<file path="config.mk">
export PLATFORM = sky130hd
export DESIGN_NAME = sacl_set_mod
export DESIGN_NICKNAME = d
export VERILOG_FILES = /design/src/rtl/sacl_pkg.sv /design/src/rtl/sacl_set_mod.sv
export SDC_FILE = /design/constraint.sdc
export NUM_CORES = 1
export LEC_CHECK = 0
export BUFFER_PORTS_ARGS = -buffer_cell sky130_fd_sc_hd__clkbuf_2
export CAP_MARGIN = 15
export CELL_PAD_IN_SITES_DETAIL_PLACEMENT = 0
export CELL_PAD_IN_SITES_GLOBAL_PLACEMENT = 2
export CORE_MARGIN = 2
export CORE_UTILIZATION = 35
export CTS_BUF_LIST = sky130_fd_sc_hd__clkbuf_4
export CTS_CLUSTER_SIZE = 14
export DETAILED_ROUTE_END_ITERATION = 16
export GPL_ROUTABILITY_DRIVEN = 0
export PLACE_DENSITY = 0.88
export SETUP_SLACK_MARGIN = 0.02
export SYNTH_ARGS = -nofsm -noshare
export SYNTH_HDL_FRONTEND = slang
export SYNTH_SLANG_ARGS = --single-unit
</file>
<file path="constraint.sdc">
create_clock -name clk -period 0.83 [get_ports clk]
set_input_delay 0.1245 -clock clk [delete_from_list [all_inputs] [get_ports clk]]
set_output_delay 0.1245 -clock clk [all_outputs]
set_load 0.01 [all_outputs]
</file>
<file path="src/rtl/sacl_pkg.sv">
// sacl_pkg: shared types and constants of the set-associative cache lookup.
// No dependencies; imported by both RTL modules, the checker and tb.
package sacl_pkg;

	// sequencer states of the top level
	typedef enum logic [2:0] {
		ST_CLEAR,
		ST_IDLE,
		ST_MOD,
		ST_RD,
		ST_CMP,
		ST_WR
	} state_t;

	// replacement policy codes
	localparam logic POLICY_LFU = 1'b0;
	localparam logic POLICY_LRU = 1'b1;

	// configuration register indexes
	localparam logic [2:0] CFG_POLICY       = 3'd0;
	localparam logic [2:0] CFG_OFFSET_BITS  = 3'd1;
	localparam logic [2:0] CFG_INDEX_BITS   = 3'd2;
	localparam logic [2:0] CFG_WAYS_IN_USE  = 3'd3;
	localparam logic [2:0] CFG_HIT_TIME     = 3'd4;
	localparam logic [2:0] CFG_MISS_PENALTY = 3'd5;

	// masked set index before the reduction modulo the set count
	localparam int IDX_RAW_W = 15;

	localparam logic [15:0] USE_MAX = 16'hFFFF;
	localparam logic [31:0] TOT_MAX = 32'hFFFF_FFFF;

endpackage

</file>
<file path="src/rtl/sacl_set_mod.sv">
// sacl_set_mod: raw set index modulo the set count by reciprocal multiplication,
// with index, product and remainder registered in turn from start to done. Depends on sacl_pkg.
module sacl_set_mod
	import sacl_pkg::*;
#(
	parameter int SETS = 256
) (
	input  logic                                   clk,
	input  logic                                   arst_n,
	input  logic                                   start,
	input  logic [IDX_RAW_W-1:0]                   raw,
	output logic                                   done,
	output logic [((SETS > 1) ? $clog2(SETS) : 1)-1:0] rem
);

	localparam int     SET_W = (SETS > 1) ? $clog2(SETS) : 1;
	localparam int     SH    = IDX_RAW_W + SET_W;
	// ceil(2^SH / SETS) gives the exact quotient for every raw index
	localparam longint RECIP = ((longint'(1) << SH) + longint'(SETS) - longint'(1))
	                           / longint'(SETS);

	logic                 run_s1;
	logic                 run_s2;
	logic                 done_q;
	logic [IDX_RAW_W-1:0] raw_s1;
	logic [IDX_RAW_W-1:0] raw_s2;
	logic [31:0]          prod_s2;
	logic [SET_W-1:0]     rem_q;
	logic [IDX_RAW_W-1:0] quo;
	logic [31:0]          back;
	logic [31:0]          diff;
	logic [SET_W-1:0]     rem_d;

	always_comb begin
		quo  = IDX_RAW_W'(prod_s2 >> SH);
		back = 32'(quo) * 32'(SETS);
		diff = 32'(raw_s2) - back;
		// one correction step, never taken with an exact quotient
		if (diff >= 32'(SETS)) begin
			rem_d = SET_W'(diff - 32'(SETS));
		end else begin
			rem_d = SET_W'(diff);
		end
	end

	always_ff @(posedge clk or negedge arst_n) begin
		if (!arst_n) begin
			run_s1  <= 1'b0;
			run_s2  <= 1'b0;
			done_q  <= 1'b0;
			raw_s1  <= '0;
			raw_s2  <= '0;
			prod_s2 <= '0;
			rem_q   <= '0;
		end else begin
			run_s1 <= start;
			run_s2 <= run_s1;
			done_q <= run_s2;
			if (start) raw_s1 <= raw;
			if (run_s1) begin
				raw_s2  <= raw_s1;
				prod_s2 <= 32'(raw_s1) * 32'(RECIP);
			end
			if (run_s2) rem_q <= rem_d;
		end
	end

	assign done = done_q;
	assign rem  = rem_q;

endmodule

</file>
# ---- Word-level counts from Yosys, hierarchy flattened
# Cells that the tools add are included.
dict set report word_totals {
  mem_bits_rw 0
  wordCells 10
  latch_bits 0
  n_memories 0
  mem_bits_ro 0
  register_bits 41
}
dict set report op_classes {
  shift 0
  n_reduce_logical 0
  eq_ne 0
  bitwise_logic 0
  muxes 1
  add_sub_neg 2
  div 0
  order_cmp 1
  mul 0
}
# op count
set ops {}
lappend ops {{32-bit by 9-bit >= comparator with 1-bit output (second input constant)} 1}
lappend ops {{15-bit by 15-bit subtractor with 16-bit output} 1}
lappend ops {{8-bit 2-to-1 mux} 1}
lappend ops {{8-bit by 1-bit subtractor with 8-bit output (second input constant)} 1}

# ---- Depth between registers and ports, before layout
# Gate-level depths: netlist (run 1).
dict set report depth {
  depth_word 3
  ltp_mapped 2
}

# ---- Worst setup path after synthesis (run 1)
# OpenSTA, ideal clock, no wires.
dict set report synth_timing {
  path_type {register -> register}
  startpoint {register run_s1}
  endpoint {register raw_s2[0]}
  setup_time_ns 0.125
  path_stages_with_launch 3
  slack_ns -0.084
  n_path_buf 1
  t_arrival_ns 0.789
  path_cell_list {dfrtp_1 > buf_6 > mux2_4}
}
# item line
set synth_rtl {}
lappend synth_rtl {{start: declaration} sacl_set_mod.sv:22} ;# logic run_s1;
lappend synth_rtl {{start signal: assignment} sacl_set_mod.sv:56} ;# run_s1 <= start;
lappend synth_rtl {{end signal: assignment} sacl_set_mod.sv:61} ;# raw_s2 <= raw_s1;
lappend synth_rtl {{end: declaration} sacl_set_mod.sv:26} ;# logic [IDX_RAW_W-1:0] raw_s2;
# No word-level cell between the ends.

# ---- Final worst setup path (run 1)
dict set report layout_timing {
  startpoint {register rem_q[6], in the netlist rem[6]}
  endpoint {output rem[6] in the netlist's numbering}
}
# item line
set layout_rtl {}
lappend layout_rtl {{start: declaration} sacl_set_mod.sv:28} ;# logic [SET_W-1:0] rem_q;
lappend layout_rtl {{start signal: assignment} sacl_set_mod.sv:64} ;# if (run_s2) rem_q <= rem_d;
lappend layout_rtl {{end: declaration} sacl_set_mod.sv:13} ;# output logic [((SETS > 1) ? $clog2(SETS) : 1)-1:0] rem
# No word-level cell between the ends.

==> impl_metrics.ini, run 1 <==
[hold_path]
hp-class = input port to register

[power]
p_per_area_nw_per_um2 = 2061
ir_worst_vdd_v = 0.0007431
p_leak_nw = 0.6807
power_mw = 2.743

[drt]
drt_iter0_markers = 1
dr.pass1.iters = 2
drc = 0
wl_met2_um = 828
ant_nets = 0
drt-met1-wl_um = 722
num_vias = 535
drt-vias-per-instance = 4.421
wl_mm = 1.642
routed.top_layer = met4
wl_met3_um = 63
wl_per_cell_um = 13.57

[grt]
gr-usage-all-layers_pct = 11.26
antenna_found_initial = 0
grt_pass1_vias = 583
grt_max_degree = 28
grt-ovfl-total = 0
grt_pass1_wl_mm = 2.746

[flow_run]
max_cap_violations = 0

[yosys]
synth_top_area_share_pct = 63.16
ys_seq_elements = 27
synth_flop_cell = dfrtp_1
syn_avg_cell_area_um2 = 19.81
synth-seq-area-share_pct = 63.16
yosysWarningCount = 0
yosysMostFrequentCell = dfrtp_1
synth_top_area_cell = dfrtp_1
syn_nets = 72
netlist_instances = 54
ys_types = 3
netlist_top_cells_area = dfrtp_1 63%, mux2_4 34%, buf_6 3.2%
async_flop_share_pct = 100.0
synthTopCellsByCount = 27 x dfrtp_1, 24 x mux2_4, 3 x buf_6
synth_edf_count = 0
syn-cell-area_um2 = 1070

[finish]
final_nets = 107
syn_to_final_growth_pct = 24.44
diodes = 0
drive_above_1_share_pct = 69.32

[sta]
post-route-period-util_pct = 119.2
rsz0062_at_grt = true
min_period_ns = 0.9892
fmax_ghz = 1.011
finalSetupViolations = 25
fin_skew_ns = 0.005539
drv_slew = 0
hold_viol_final = 0
worstMarginPinSlew_ns = 0.3224
fin_ws_ns = -0.1592
relSlewSlack_pct = 78.51

[floorplanning]
die_area_um2 = 3515
core_area_um2 = 2978
die_y_um = 59.29
initial_core_util_pct = 35.92
rows = 20
pin_count = 27
die_w_um = 59.29

[setup_path]
cp-end-kind = output port
required_ns = 0.71
crit_buf_inv = 1
ff2ff_setup_slack_ns = -0.15
path_class = register to output port
max_stage_delay_ns = 0.42
startpoint_type = register
crit_fanout = 2
cp_slowest_cell = dfrtp_1
crit_arrival_ns = 0.86
path_delay_family = flip-flops
path_cells = clkbuf_2

[clocking]
root_buffer = clkbuf_4
htree_levels = 1
clk_pin_slew_ns = 0.14
worst_skew_pair.late_latency_ns = 0.32
cts_tree = built
cts_sinks = 27
clockBufferDepth = 2
cts_buffers = 3

[placement]
hpwl_mm = 1.087
io_buffer_count = 19
pre_cts_ws_ns = -0.2496

[status]
status = complete, but fails checks
violations = negative setup slack
==> where the power goes <==
part           switching [mW]  total [mW]  internal, mW
clock network           0.360       0.540         0.180
registers               0.111        1.61          1.50
logic                   0.191       0.595         0.404
total                   0.663        2.74          2.08
==> area by class of cell <==
type	instances	area (um^2)
flip-flops and latches	27	678.2
clock buffers	3	22.52
well taps	33	41.29
multi-input cells	24	360.3
fillers	273	1647
repair buffers	33	224.0
clock inverters	1	5.005
==> stage by stage <==
stage               hold slack [ns]  setup TNS (ns)  instances  utilization (%)  area (um^2)
floorplan                   -0.1711          -1.339         54                -         1070
global placement             0.1188          -3.469        104            39.62         1180
detailed placement           0.1377          -4.032        104            39.62         1180
CTS                         0.01487          -3.457        119            44.12         1314
global route             0.00008693          -4.182        121            44.71         1331
finish                      0.02416          -3.321        121            44.71         1331
==> state kept, by name, indices dropped and copies added, names as in the netlist <==
signal	cells
done	1
rem	8
raw_s1	8
raw_s2	8
run_s2	1
run_s1	1
==> per-layer routing <==
metal | up-vias | global-route usage [%]
met4 | 0 | 7.792
met5 | - | 0
met2 | 14 | 17.74
met1 | 267 | 14.23
met3 | 2 | 1.528
li1 | 252 | -
==> kinds of logic after synthesis <==
family                 share of synthesized area (%)
flip-flops                                     63.16
multiplexers                                   33.68
buffers and inverters                          3.158
==> final timing paths <==
kind	from	cells after the start	endpoint
setup / recovery	rem[6]	1	rem[6]
hold / removal	raw[7]	2	raw_s1[7]
setup reg to reg	run_s1	2	raw_s2[1]
hold reg to reg	raw_s2[4]	1	rem[4]
max in group asynchronous	arst_n	3	run_s2
min in group asynchronous	arst_n	3	raw_s1[7]
==> cells in the final DEF, fill, tap and decap left out <==
master         Yosys  routed
clkinv_2           0       1
buf_4              0       7
mux2_4            24      24
clkbuf_2           0      19
dlygate4sd3_1      0       2
buf_6              3       5
clkbuf_4           0       3
dfrtp_1           27      25
dfrtp_2            0       2
==> timing repair <==
item                                    in CTS  in global routing
hold endpoints to repair                    27                  1
cloned                                       0                  0
resized for setup                           10                  0
hold buffers                                 1                  1
endpoints found under the setup margin      25                 26
pin swaps                                    0                  0
setup buffers                               10                  1
No activity file was read; power rests on OpenSTA's default activity.
==> inputs of run 2 (changes only) <==
==> constraint.sdc (replaced) <==
create_clock -name clk -period 0.8 [get_ports clk]
set_input_delay 0.12 -clock clk [delete_from_list [all_inputs] [get_ports clk]]
set_output_delay 0.12 -clock clk [all_outputs]
set_load 0.1 [all_outputs]
==> run 2 against run 1 <==
The flow still finishes with violations (negative setup slack). Non-clock buffer count is 1 higher. Setup slack worse by 0.20 ns. Combinational power grew to 2.5 times the previous value. Wire length is 4.4% higher. Sequential share of layout area is 4.8 points lower. Sequential cell count stayed put. Critical path depth stayed put. Sequential power is 9.9% higher. Global-route usage is 0.41 points lower. Highest routed layer unchanged.
==> impl_metrics.ini, run 2 (synthesized netlist as in run 1, its figures left out) <==
[setup_path]
startpoint_type = register
r2r_start = rem[6]
path_depth = 1
path_cells = buf_12
crit_buf_inv = 1
required_ns = 0.68
cp-end-kind = output port
cp_slowest_cell = dfrtp_4
crit_fanout = 2
path_class = register to output port
rr_worst_depth = 3
max_stage_delay_ns = 0.53
worstSetupStartpoint = rem[6]
path_delay_family = flip-flops
crit_arrival_ns = 1.04

[grt]
grt_max_degree = 28
grt-ovfl-total = 0
antenna_found_initial = 0
grt_pass1_vias = 588
grt_pass1_wl_mm = 2.766
gr-usage-all-layers_pct = 10.85

[placement]
placed_area_um2 = 1374
dp.cells = 106
io_buffer_count = 19

[finish]
syn_to_final_growth_pct = 43.39
final_common_cell = mux2_4
final_cell_mix = 24 x mux2_4, 17 x dfrtp_1, 10 x clkbuf_2, 10 x buf_12, 8 x dfrtp_4
final_cell_area_um2 = 1534
diodes = 0
layout.cells.non_filler = 122
final_nets = 108
drive_above_1_share_pct = 75.28

[clocking]
clk_pin_slew_ns = 0.16
clockBufferDepth = 2
root_buffer = clkbuf_4
cts_sinks = 27
cts_tree = built
worst_skew_pair.late_latency_ns = 0.34
htree_levels = 1
cts_buffers = 3

[power]
p_leak_nw = 0.7258
ir_worst_vdd_v = 0.001391
p_per_area_nw_per_um2 = 2524

[sta]
whs_ns = 0.02114
drv_slew = 0
post-route-period-util_pct = 144.8
fmax_ghz = 0.8631
fin_ws_ns = -0.3586
relSlewSlack_pct = 79.00
hold_viol_final = 0
finalSetupTns_ns = -5.688
worstMarginPinSlew_ns = 0.3150
fin_skew_ns = 0.02114
rsz0062_at_grt = true
min_period_ns = 1.159
finalSetupViolations = 25

[drt]
drt_iter0_markers = 16
dr.pass1.iters = 4
drc = 0
wl_per_cell_um = 14.05
num_vias = 551
drt-vias-per-instance = 4.516
ant_nets = 0
wl_mm = 1.714

[hold_path]
hp-class = input port to register
hp-start = raw[5]
hold_depth = 2

[floorplanning]
pin_count = 27
die_y_um = 59.29
die_area_um2 = 3515
initial_core_util_pct = 35.92
die_w_um = 59.29
rows = 20
core_area_um2 = 2978

[flow_run]
max_cap_violations = 0

[status]
violations = negative setup slack
status = complete, but fails checks
[run 2: changes by cell type in the layout (fill, tap and decap cells not counted)]
cell	before	now
buf_12	0	10
clkbuf_2	19	10
dfrtp_1	25	17
dfrtp_4	0	8
buf_4	7	2
dlygate4sd3_1	2	5
buf_6	5	7
clkinv_2	1	0
clkinvlp_4	0	1
[run 2: cell type report]
cell class	instances	area (um^2)
fill	237	1444
sequential	27	708.2
timing repair buffer	34	394.1
multi-input combinational	24	360.3
tap	33	41.29
clock buffer	3	22.52
clock inverter	1	7.507
[run 2: where the power goes]
group          internal, mW  switching, mW
Sequential             1.61          0.160
Clock                 0.192          0.414
Combinational         0.710          0.790
[run 2: what timing repair did]
item | CTS | global route
resized for setup | 10 | 1
endpoints found under the setup margin | 29 | 32
buffers inserted | 7 | 1
hold endpoints to repair | 27 | 4
pin swaps | 0 | 0
hold buffers | 1 | 4
[run 2: worst paths after layout]
| kind | slack [ns] | endpoint |
|---|---|---|
| min in group asynchronous | 0.23 | rem[4] |
| hold / removal | 0.02 | raw_s1[5] |
| hold reg to reg | 0.52 | rem[6] |
| setup / recovery | -0.36 | rem[6] |
| setup reg to reg | -0.33 | rem[6] |
| max in group asynchronous | 0.38 | rem[2] |
[run 2: per-layer routing]
metal | track usage (%) | vias up | routed length, um | part of all wire (%)
met2 | 18.52 | 13 | 903 | 53
met3 | 2.620 | 2 | 67 | 3.9
met5 | 0 | - | 0 | 0
met1 | 13.26 | 281 | 716 | 42
li1 | - | 255 | - | -
met4 | 3.896 | 0 | 27 | 1.6
[run 2: metrics by stage]
stage | worst slack (ns) | power (mW) | util, %
2_1_floorplan | -0.2268 | 2.662 | -
3_3_place_gp | -0.2667 | 3.154 | 46.13
3_5_place_dp | -0.3030 | 3.177 | 46.13
4_1_cts | -0.3566 | 3.882 | 50.17
5_1_grt | -0.4032 | 4.026 | 51.51
6_report | -0.3586 | 3.872 | 51.51
==> inputs of run 3 (changes only) <==
--- a/config.mk
+++ b/config.mk
@@ -10,12 +10,12 @@
 export CELL_PAD_IN_SITES_DETAIL_PLACEMENT = 0
 export CELL_PAD_IN_SITES_GLOBAL_PLACEMENT = 2
 export CORE_MARGIN = 2
-export CORE_UTILIZATION = 35
+export CORE_UTILIZATION = 34
 export CTS_BUF_LIST = sky130_fd_sc_hd__clkbuf_4
 export CTS_CLUSTER_SIZE = 14
 export DETAILED_ROUTE_END_ITERATION = 16
 export GPL_ROUTABILITY_DRIVEN = 0
-export PLACE_DENSITY = 0.88
+export PLACE_DENSITY = 0.87
 export SETUP_SLACK_MARGIN = 0.02
 export SYNTH_ARGS = -nofsm -noshare
 export SYNTH_HDL_FRONTEND = slang
==> run 3 against run 2 <==
Non-clock buffer count is 6 lower. Sequential cell count unchanged. Fmax is 0.85% higher. Count of clock-buffer cells in the layout did not move. Largest cell class unchanged. Wire length is essentially flat. Critical path type unchanged. Cell count rose by 4.1%. First-iteration DRC count shrank 31%. The run still ends with negative setup slack left. Critical path depth stayed put. Register-to-register slack improved by 0.13 ns.
==> impl_metrics.ini, run 3 (synthesized netlist as in run 1, its figures left out) <==
[power]
ir_worst_vdd_v = 0.0007150
internal-power_mw = 2.457
p_sw_mw = 1.335
p_per_area_nw_per_um2 = 2547
p_leak_nw = 0.6982
clockPowerShare_pct = 15.5
p_seq_share_pct = 46.7
share_comb_of_total_power_pct = 37.8
p_sw_share_pct = 35.21

[floorplanning]
die_area_um2 = 3611
pin_count = 27
core_area_um2 = 3028
initial_core_util_pct = 35.33
die_y_um = 60.09
rows = 20
die_w_um = 60.09

[drt]
dr.pass1.iters = 2
num_vias = 527
drc = 0
wl_mm = 1.713
drt_iter0_markers = 11
ant_nets = 0
drt-vias-per-instance = 4.150
wl_per_cell_um = 13.49

[hold_path]
hold_depth = 2
hp-start = raw[1]
hp-class = input port to register
holdPathEnd = raw_s1[1]

[placement]
io_buffer_count = 19
pre_cts_ws_ns = -0.3141
dp.cells = 117
placed_area_um2 = 1388

[setup_path]
crit_arrival_ns = 1.03
path_depth = 1
cp-end-kind = output port
path_cells = buf_12
max_stage_delay_ns = 0.53
path_delay_family = flip-flops
required_ns = 0.68
reg2reg_to = rem[5]
crit_fanout = 2
cp_slowest_cell = dfrtp_4
ff2ff_setup_slack_ns = -0.20
rr_worst_depth = 2
crit_buf_inv = 1
path_class = register to output port
r2r_start = rem[5]
startpoint_type = register

[finish]
final_cell_mix = 24 x mux2_4, 17 x dfrtp_1, 10 x clkbuf_2, 10 x buf_12, 8 x dfrtp_4
drive_above_1_share_pct = 78.31
final_nets = 102
diodes = 0
layout.cells.non_filler = 127
fill_cells = 259
multi_input_area_um2 = 360.3
syn_to_final_growth_pct = 39.18
final_cell_area_um2 = 1489
final_common_cell = mux2_4
register_area_um2 = 708.2

[sta]
relSlewSlack_pct = 77.08
fin_skew_ns = 0.01276
whs_ns = 0.01157
hold_viol_final = 0
min_period_ns = 1.149
fin_ws_ns = -0.3488
worstMarginPinSlew_ns = 0.3438
rsz0062_at_grt = true
drv_slew = 0
finalSetupViolations = 25
fmax_ghz = 0.8705
post-route-period-util_pct = 143.6

[grt]
grt_max_degree = 28
grt_pass1_vias = 541
antenna_found_initial = 0
grt-ovfl-total = 0
grt_pass1_wl_mm = 2.587
gr-usage-all-layers_pct = 10.10

[clocking]
htree_levels = 1
clk_pin_slew_ns = 0.15
worst_skew_pair.late_latency_ns = 0.32
cts_sinks = 27
root_buffer = clkbuf_4
clockBufferDepth = 2
cts_tree = built
cts_buffers = 3

[status]
status = complete, but fails checks
violations = negative setup slack

[flow_run]
max_cap_violations = 0
-- run 3: worst max path at each step --
stage,from,endpoint,slack [ns]
after floorplan,rem[0],rem[0],-0.23
after global placement,run_s2,rem[3],-0.29
after detailed placement,run_s2,rem[1],-0.31
after CTS,rem[1],rem[1],-0.36
after global routing,rem[1],rem[1],-0.38
final,rem[1],rem[1],-0.35
-- run 3: routing by layer --
metal / vias up / global-route usage, % / share of wire [%]
li1: 246 / - / -
met4: 0 / 5.714 / 0.82
met2: 11 / 15.37 / 49
met5: - / 0 / 0
met3: 2 / 1.299 / 2.3
met1: 268 / 13.79 / 48
-- run 3: stage by stage --
stage	setup TNS [ns]	util [%]	power (mW)
final	-5.584	49.17	3.792
after global routing	-6.181	49.17	3.934
after CTS	-5.622	48.18	3.781
after detailed placement	-4.368	45.83	3.176
after global placement	-3.870	45.83	3.156
after floorplan	-2.724	-	2.662
-- run 3: layout make-up --
type | count | area share (%)
clock inverter | 1 | 0.5042
multi-input combinational | 24 | 24.20
clock buffer | 3 | 1.513
sequential | 27 | 47.56
tap | 44 | 3.697
timing repair buffer | 28 | 22.52
-- run 3: repair_timing --
item / CTS / global route
gates resized for setup: 7 / 2
endpoints found under the hold margin: 27 / 0
setup buffers: 2 / 3
cloned: 0 / 0
setup endpoints to repair: 27 / 31
hold buffers: 1 / 0
-- run 3: power by group through the flow --
stage	Sequential, mW	Combinational [mW]	Clock [mW]
floorplan	2.34	0.323	0
global placement	1.80	1.36	0
detailed placement	1.81	1.37	0
CTS	1.77	1.40	0.609
global route	1.80	1.48	0.657
finish	1.77	1.43	0.588
